**src/rtl/crc16mc_pkg.sv**
```systemverilog
`default_nettype none

package crc16mc_pkg;

  localparam logic [2:0] MODE_REFL_NOXOR  = 3'd0;
  localparam logic [2:0] MODE_X25         = 3'd1;
  localparam logic [2:0] MODE_CCITT_FALSE = 3'd2;
  localparam logic [2:0] MODE_XMODEM      = 3'd3;
  localparam logic [2:0] MODE_MODBUS      = 3'd4;

  localparam logic [15:0] POLY_REFL_CCITT = 16'h8408;
  localparam logic [15:0] POLY_REFL_MODBUS = 16'hA001;
  localparam logic [15:0] POLY_NORMAL     = 16'h1021;
  localparam logic [15:0] CRC_ONES        = 16'hFFFF;
  localparam logic [15:0] CRC_ZERO        = 16'h0000;

  typedef struct packed {
    logic [7:0]  data_byte;
    logic        last_byte;
    logic [15:0] stored_crc;
  } in_t;

  typedef struct packed {
    logic [15:0] crc_value;
    logic        crc_match;
  } out_t;

  // undefined codes fall back to the reflected no-xor variant
  function automatic logic [2:0] eff_mode(input logic [2:0] m);
    logic [2:0] r;
    r = (m > MODE_MODBUS) ? MODE_REFL_NOXOR : m;
    return r;
  endfunction

  function automatic logic [15:0] mode_init(input logic [2:0] m);
    logic [15:0] r;
    r = (m == MODE_XMODEM) ? CRC_ZERO : CRC_ONES;
    return r;
  endfunction

  function automatic logic [15:0] mode_xorout(input logic [2:0] m);
    logic [15:0] r;
    r = (m == MODE_X25) ? CRC_ONES : CRC_ZERO;
    return r;
  endfunction

  // one byte folded into the crc, eight bit steps unrolled into xor logic
  function automatic logic [15:0] crc_fold(input logic [15:0] crc,
                                           input logic [7:0]  b,
                                           input logic [2:0]  m);
    logic [15:0] c;
    logic [15:0] poly;
    logic        normal;
    normal = (m == MODE_CCITT_FALSE) || (m == MODE_XMODEM);
    poly   = (m == MODE_MODBUS) ? POLY_REFL_MODBUS : POLY_REFL_CCITT;
    if (normal) begin
      c = crc ^ {b, 8'h00};
      for (int i = 0; i < 8; i++) begin
        c = c[15] ? ({c[14:0], 1'b0} ^ POLY_NORMAL) : {c[14:0], 1'b0};
      end
    end else begin
      c = crc ^ {8'h00, b};
      for (int i = 0; i < 8; i++) begin
        c = c[0] ? ({1'b0, c[15:1]} ^ poly) : {1'b0, c[15:1]};
      end
    end
    return c;
  endfunction

  function automatic logic [15:0] bit_rev16(input logic [15:0] v);
    logic [15:0] r;
    for (int i = 0; i < 16; i++) begin
      r[15 - i] = v[i];
    end
    return r;
  endfunction

endpackage

`default_nettype wire

```
**src/rtl/crc16_multimode_check.sv**
```systemverilog
// a result is registered and appears in the cycle after its last byte is accepted
// throughput: one byte per cycle; the byte fold is a single unrolled xor network
// on the running crc register, so a new transaction is taken every cycle
// input stalls only in cycles where a held result waits with out_ready low
// reset (rst_n low, synchronous): mode 0, running crc 0xffff, no result pending
// a mode write reloads the running crc with the new mode's initial value
`default_nettype none

module crc16_multimode_check
  import crc16mc_pkg::*;
(
  input  wire logic       clk,
  input  wire logic       rst_n,
  input  wire logic       in_valid,
  output logic            in_ready,
  input  wire in_t        in_data,
  output logic            out_valid,
  input  wire logic       out_ready,
  output out_t            out_data,
  input  wire logic       cfg_wr_en,
  input  wire logic [2:0] cfg_wr_data
);

  logic [2:0]  mode_r;
  logic [15:0] running_crc_r;
  logic [15:0] running_crc_nxt;
  logic        out_valid_r;
  logic        out_valid_nxt;
  out_t        out_data_r;
  out_t        out_data_nxt;

  logic [2:0]  mode_eff;
  logic [15:0] folded;
  logic [15:0] fin;
  logic        match;
  logic        in_acc;

  assign mode_eff = eff_mode(mode_r);
  // output register frees up when the pending result is taken
  assign in_ready = !out_valid_r || out_ready;
  assign in_acc   = in_valid && in_ready;

  assign folded = crc_fold(running_crc_r, in_data.data_byte, mode_eff);
  assign fin    = folded ^ mode_xorout(mode_eff);
  assign match  = (fin == in_data.stored_crc) ||
                  (fin == {in_data.stored_crc[7:0], in_data.stored_crc[15:8]}) ||
                  (bit_rev16(fin) == in_data.stored_crc);

  always_comb begin
    running_crc_nxt = running_crc_r;
    out_valid_nxt   = out_valid_r && !out_ready;
    out_data_nxt    = out_data_r;
    if (cfg_wr_en) begin
      running_crc_nxt = mode_init(eff_mode(cfg_wr_data));
    end else if (in_acc) begin
      if (in_data.last_byte) begin
        running_crc_nxt        = mode_init(mode_eff);
        out_valid_nxt          = 1'b1;
        out_data_nxt.crc_value = fin;
        out_data_nxt.crc_match = match;
      end else begin
        running_crc_nxt = folded;
      end
    end
  end

  always_ff @(posedge clk) begin
    if (!rst_n) begin
      mode_r        <= MODE_REFL_NOXOR;
      running_crc_r <= CRC_ONES;
      out_valid_r   <= 1'b0;
    end else begin
      if (cfg_wr_en) begin
        mode_r <= cfg_wr_data;
      end
      running_crc_r <= running_crc_nxt;
      out_valid_r   <= out_valid_nxt;
    end
    out_data_r <= out_data_nxt;
  end

  assign out_valid = out_valid_r;
  assign out_data  = out_data_r;

`ifndef SYNTHESIS
  a_reset_clears_out: assert property (@(posedge clk) !rst_n |=> !out_valid_r)
    else $error("result pending after reset");

  a_last_gives_result: assert property (@(posedge clk) disable iff (!rst_n)
    in_acc && in_data.last_byte && !cfg_wr_en |=> out_valid_r)
    else $error("last byte accepted without a result");

  a_last_reloads_crc: assert property (@(posedge clk) disable iff (!rst_n)
    in_acc && in_data.last_byte && !cfg_wr_en |=> running_crc_r == mode_init(eff_mode(mode_r)))
    else $error("running crc not reloaded after frame end");

  a_stall_only_when_full: assert property (@(posedge clk) disable iff (!rst_n)
    !in_ready |-> out_valid_r && !out_ready)
    else $error("input stalled with free output register");
`endif

endmodule

`default_nettype wire

```
**config.mk**
```make
export PLATFORM = sky130hd
export DESIGN_NAME = crc16_multimode_check
export DESIGN_NICKNAME = d
export VERILOG_FILES = /design/src/rtl/crc16mc_pkg.sv /design/src/rtl/crc16_multimode_check.sv
export SDC_FILE = /design/constraint.sdc
export NUM_CORES = 1
export LEC_CHECK = 0
export BUFFER_PORTS_ARGS = -buffer_cell sky130_fd_sc_hd__buf_2
export CORE_ASPECT_RATIO = 0.75
export CORE_MARGIN = 3
export CORE_UTILIZATION = 51
export DETAILED_ROUTE_END_ITERATION = 8
export HOLD_SLACK_MARGIN = 0.08
export PLACE_DENSITY = 0.82
export SLEW_MARGIN = 20
export SYNTH_ARGS = -nofsm -noshare
export SYNTH_HDL_FRONTEND = slang
export SYNTH_SLANG_ARGS = --single-unit
```
**constraint.sdc**
```tcl
create_clock -name clk -period 5.27 [get_ports clk]
set_input_delay 1.3175 -clock clk [delete_from_list [all_inputs] [get_ports clk]]
set_output_delay 1.3175 -clock clk [all_outputs]
set_load 0.05 [all_outputs]
```
==> flow_summary_export.csv, run 1 <==
group,metric,value,unit
cts,numCtsBuffers,5,
grt,grt_overflow_total,0,
critical_path,crit_chain,"buf_2 -> xnor2_2 -> mux2i_1 -> o31ai_1 -> o211ai_1 -> xor2_1 -> or4_1 -> or4_1 -> nor4_1 -> or3_1",
cts,ctsResizeCount,0,
detailed_routing,route.vias.total,4507,
power,leakage,2.01,nW
power,peakVddDrop,168,uV
synth,syn-cell-area,4630,um2
layout,final_area,5080,um2
place,place_area,4890,um2
timing,finalCriticalPeriod,4440,ps
cts,cts-root-buf,"clkbuf_16",
cts,postCtsSetupRepairBufs,0,
detailed_routing,drt-pass1-iter-count,5,
detailed_routing,antenna_left,0,
cts,clk_path_buf_depth,2,
cts,cts.sinks,37,
run_status,outcome,"complete, no violations",
critical_path,critical_path_buf_inv_count,1,
timing,drv_slew,0,
critical_path,crit_start,"in_data[17]",
grt,antenna_found_initial,1,
floorplan,die_w,116,um
detailed_routing,drt_iter0_drc,646,
synth,seq_area_frac_synth,19.7,%
cts,clkLatencyLatePin,290,ps
place,placed_cells_incl_taps,676,
layout,final_nets,608,
place,hpwlAfterDp,11300,um
synth,synth_cells,549,
timing,rsz0062_at_grt,"false",
synth,synth_cell_types,84,
timing,post-route-period-util,84.2,%
synth,synthTopCellsByCount,"nand2_1 (64), xnor2_1 (64), nor2_1 (35)",
floorplan,rows,29,
layout,area_growth,9.62,%
layout,regArea,911,um2
grt,track_usage,30.2,%
synth,synth-seq-cells,37,
critical_path,cp_common_cell,"or4_1",
grt,grtUsageMet3,6.70,%
layout,diodes,0,
critical_path,critPathMaxStageDelay,750,ps
place,port_buffers,51,
place,gp_congestion,1.01,
grt,busiest_layer,"met2",
layout,final_cells,684,
detailed_routing,wl_per_cell,22.4,um
critical_path,critPathMaxFanout,12,
grt,grt_use_met1,44.6,%
synth,synth_edf_count,17,
timing,finalHoldViolations,0,
layout,multiInputGateArea,3480,um2
grt,grt_pass1_wl,23700,um
floorplan,die_h,88.5,um
detailed_routing,drc,0,
critical_path,crit_slowest_cell,"xnor2_2",
synth,synth_top_area_share,12.1,%
layout,n_fill_cell,782,
synth,yosys.area.top_type,"xnor2_1",
floorplan,ioPinCount,52,
power,p_per_area,322,nW/um2
cts,path_clk_slew,60,ps
grt,grt_max_degree,33,
critical_path,cp-start-kind,"input pin",
synth,syn_avg_cell_area,8.44,um2
critical_path,worstReg2RegStart,"mode_r[0]",
grt,use_met2,45.5,%
critical_path,end_kind,"register",
synth,synth_area_leaders,"xnor2_1 (12%), edfxtp_1 (11%), dfxtp_1 (8.6%)",
layout,drive_gt1_share,17.9,%
worst_hold_path,min_path_type,"reg -> reg",
worst_hold_path,min_from,"running_crc_r[5]",
timing,max_clock_freq,0.225,GHz
timing,skew,6.37,ps
run,cap_violations,0,
floorplan,initial_core_util,53.6,%
critical_path,crit_type,"in -> reg",
detailed_routing,viasPerCell,6.59,
cts,cts_hold_buf,0,
synth,ys_warn_count,0,
synth,synth_flop_cell,"dfxtp_1",
timing,setup_viol,0,
critical_path,critPathArrivalTime,4600,ps
cts,cts_htree_levels,2,
timing,whs,615,ps
timing,relSlewSlack,33.9,%
timing,tns,0,ps
detailed_routing,wirelength,15300,um
critical_path,critical_path_required,5430,ps
floorplan,design.core.area,8640,um2
synth,async_reset_ff_share,0,%
synth,syn-num-nets,582,
timing,tightest_slew,986,ps
cts,cts_tree,"done",
floorplan,die_area,10300,um2
grt,grt_pass1_vias,4143,
critical_path,crit_family,"simple AND/OR/NAND/NOR gates",
final cells by class:
cell class | count | area share, %
inverters | 11 | 0.813
repair buffers | 60 | 6.36
clock inverters | 2 | 0.690
multi-input cells | 460 | 68.6
well taps | 108 | 2.66
clock buffers | 6 | 2.96
flip-flops and latches | 37 | 17.9
report_power, final:
group | switching, mW | total [mW] | internal (mW)
Sequential | 0.0286 | 0.358 | 0.330
Clock | 0.128 | 0.379 | 0.251
Combinational | 0.536 | 0.898 | 0.361
worst paths after layout:
check,end,slack (ps),depth (start not counted)
min reg2reg,running_crc_r[5],610,2
min,running_crc_r[5],610,2
max,out_data[0],830,10
max reg2reg,out_data[0],1030,9
worst min-delay path, stage by stage, from the launching register on:
cell and delay, ps:
dfxtp_1 420, o2bb2ai_1 100, nand2_1 60
metal layers:
layer	vias up	share of wire, %
met1	2152	44
li1	2018	-
met3	29	11
met4	2	1.4
met2	306	44
met5	-	0.085
state kept, by name (all words and copies together) (netlist names):
name / count
out_valid: 1
running_crc_r: 16
mode_r: 3
out_data: 17
logic make-up after synthesis:
group	count (synthesis)	synth area share, %
xor+xnor	119	29.1
buf+inv	52	5.38
mux	13	2.86
flops	37	19.7
compound gates	140	22.1
simple gates	188	20.9
stage by stage:
step,utilization (%),setup slack [ps],power [mW]
2_1_floorplan,-,1170,1.02
3_3_place_gp,56.7,708,1.21
3_5_place_dp,56.7,604,1.23
4_1_cts,58.8,922,1.62
5_1_grt,58.8,707,1.71
6_report,58.8,833,1.64
cell usage in the layout (no fill, tap or decap), types with 4 or more instances in the layout:
| cell | netlist | final |
|---|---|---|
| buf_2 | 10 | 51 |
| a21boi_0 | 4 | 4 |
| o2111ai_1 | 4 | 4 |
| o22ai_1 | 7 | 7 |
| nor2_1 | 35 | 35 |
| edfxtp_1 | 17 | 17 |
| o31ai_1 | 6 | 6 |
| nand3b_1 | 5 | 5 |
| o211ai_1 | 10 | 10 |
| nand2_1 | 64 | 64 |
| inv_1 | 11 | 11 |
| clkbuf_16 | 0 | 6 |
| nand3_1 | 10 | 10 |
| xnor2_1 | 64 | 64 |
| xnor3_1 | 10 | 10 |
| a31oi_1 | 7 | 7 |
| a211oi_1 | 4 | 4 |
| a21oi_1 | 21 | 21 |
| nand4_1 | 4 | 4 |
| xor2_1 | 29 | 29 |
| buf_4 | 4 | 9 |
| or4_1 | 4 | 4 |
| o2bb2ai_1 | 4 | 4 |
| a211o_1 | 4 | 4 |
| and3_1 | 6 | 6 |
| nand2b_1 | 6 | 6 |
| nor3_1 | 12 | 12 |
| o21ai_0 | 33 | 33 |
| nor2b_1 | 9 | 9 |
| o221ai_1 | 5 | 5 |
| dfxtp_1 | 20 | 20 |
| nor4_1 | 7 | 7 |
| xnor2_2 | 9 | 9 |
| mux2i_1 | 11 | 11 |
(Power assumes the default switching activity.)
==> run 2, diff against run 1 <==
--- a/config.mk
+++ b/config.mk
@@ -11,7 +11,7 @@
 export CORE_UTILIZATION = 51
 export DETAILED_ROUTE_END_ITERATION = 8
 export HOLD_SLACK_MARGIN = 0.08
-export PLACE_DENSITY = 0.82
+export PLACE_DENSITY = 0.85
 export SLEW_MARGIN = 20
 export SYNTH_ARGS = -nofsm -noshare
 export SYNTH_HDL_FRONTEND = slang
==> constraint.sdc (replaced) <==
create_clock -name clk -period 4 [get_ports clk]
set_input_delay 1 -clock clk [delete_from_list [all_inputs] [get_ports clk]]
set_output_delay 1 -clock clk [all_outputs]
set_load 0.05 [all_outputs]
==> run 2 against run 1 <==
Net effect: utilization up 3.1 points; first-iteration DRC count is 18% lower; largest power group unchanged; routed wire length grew 0.93%; sequential share of layout area shrank 0.90 points; design area rose by 5.3%; largest cell class unchanged.
==> flow_summary_export.csv, run 2 (same netlist as run 1, synthesis figures left out) <==
group,metric,value,unit
run_status,outcome,"complete, no violations",
worst_hold_path,whs_endpoint,"running_crc_r[15]",
place,port_buffers,51,
floorplan,rows,29,
critical_path,reg2regPathDepth,9,
grt,busiest_layer,"met2",
detailed_routing,antenna_left,0,
timing,whs,613,ps
cts,cts.sinks,37,
detailed_routing,drc,0,
grt,track_usage,30.6,%
layout,mostFrequentLayoutCells,"xnor2_1 (64), nand2_1 (64), buf_2 (51), buf_4 (38), nor2_1 (35)",
layout,regArea,911,um2
detailed_routing,route.vias.total,4596,
grt,grt_pass1_vias,4215,
timing,finalCriticalPeriod,3790,ps
detailed_routing,viasPerCell,6.42,
grt,antenna_found_initial,0,
layout,drive_gt1_share,22.4,%
cts,cts_hold_buf,0,
detailed_routing,wirelength,15500,um
cts,ctsResizeCount,0,
grt,grt_max_degree,33,
critical_path,reg2reg_slack,400,ps
detailed_routing,wl_per_cell,21.6,um
worst_hold_path,min_from,"running_crc_r[15]",
floorplan,die_area,10300,um2
timing,setup_viol,0,
layout,final_nets,640,
critical_path,critical_path_required,4030,ps
detailed_routing,drt-pass1-iter-count,7,
cts,cts-root-buf,"clkbuf_16",
power,leakage,2.16,nW
critical_path,worstReg2RegStart,"running_crc_r[9]",
place,place_area,5170,um2
layout,final_area,5350,um2
cts,numCtsBuffers,5,
timing,finalHoldViolations,0,
critical_path,critPathMaxFanout,8,
cts,clk_path_buf_depth,2,
timing,skew,3.45,ps
grt,grt_overflow_total,0,
worst_hold_path,min_path_type,"reg -> reg",
grt,use_met2,43.8,%
cts,cts_htree_levels,2,
cts,postCtsSetupRepairBufs,0,
critical_path,r2r_end,"out_data[0]",
timing,rsz0062_at_grt,"false",
cts,path_clk_slew,60,ps
critical_path,crit_start,"in_data[22]",
floorplan,die_h,88.5,um
detailed_routing,drt_iter0_drc,530,
floorplan,design.core.area,8640,um2
place,gp_congestion,1.07,
timing,max_clock_freq,0.264,GHz
critical_path,crit_type,"in -> reg",
timing,tns,0,ps
layout,n_fill_cell,758,
layout,utilization,61.9,%
timing,post-route-period-util,94.8,%
critical_path,end_kind,"register",
layout,multiInputGateArea,3500,um2
run,cap_violations,0,
cts,cts_tree,"done",
floorplan,initial_core_util,53.6,%
power,p_per_area,407,nW/um2
critical_path,critPathArrivalTime,3830,ps
grt,grt_pass1_wl,23700,um
timing,relSlewSlack,48.6,%
layout,area_growth,15.4,%
timing,tightest_slew,768,ps
layout,largest_register_ffs,17,
place,hpwlAfterDp,11800,um
cts,clkLatencyLatePin,290,ps
power,power,2.18,mW
power,peakVddDrop,252,uV
grt,grt_use_met1,43.0,%
grt,grtUsageMet3,12.0,%
layout,diodes,0,
critical_path,cp-start-kind,"input pin",
worst_hold_path,holdPathStages,2,
floorplan,ioPinCount,52,
timing,drv_slew,0,
floorplan,die_w,116,um
==> run 2: how the worst max path moves through the flow <==
stage / slack (ps) / endpoint / cells after the start
4_1_cts: 160 / out_data[0] / 10
2_1_floorplan: 220 / out_data[0] / 11
6_report: 210 / out_data[0] / 11
3_3_place_gp: -60 / out_data[0] / 10
3_5_place_dp: -130 / out_data[0] / 10
5_1_grt: 10 / out_data[0] / 12
==> run 2: area by class of cell <==
class	instances	share of cell area (%)
timing repair buffer	92	11.2
inverter	11	0.772
clock buffer	7	2.86
clock inverter	1	0.0936
sequential	37	17.0
multi-input combinational	460	65.5
tap	108	2.53
==> run 2: worst max-delay path, cell delays in order <==
cell     delay [ps]
buf_2           180
xnor2_4         210
xnor2_1         470
xnor3_1         560
and3_1          220
nor3_1          360
inv_1           170
xnor2_1         150
nand2_1          70
nor4_1           50
or3_1           390
==> run 2: per-layer routing <==
layer	wire length, um	vias up
li1	-	2088
met1	6360	2164
met2	6520	301
met3	2180	43
met4	420	0
met5	0	-
==> run 2: metrics by stage <==
step,worst slack (ps),instances
after detailed placement,-128,708
after global routing,13.9,716
after CTS,164,716
final,206,716
after floorplan,216,549
after global placement,-57.9,708
==> run 2: power breakdown <==
part	switching (mW)	internal, mW	total [mW]
combinational	0.736	0.548	1.28
clock	0.168	0.264	0.432
sequential	0.0273	0.434	0.462
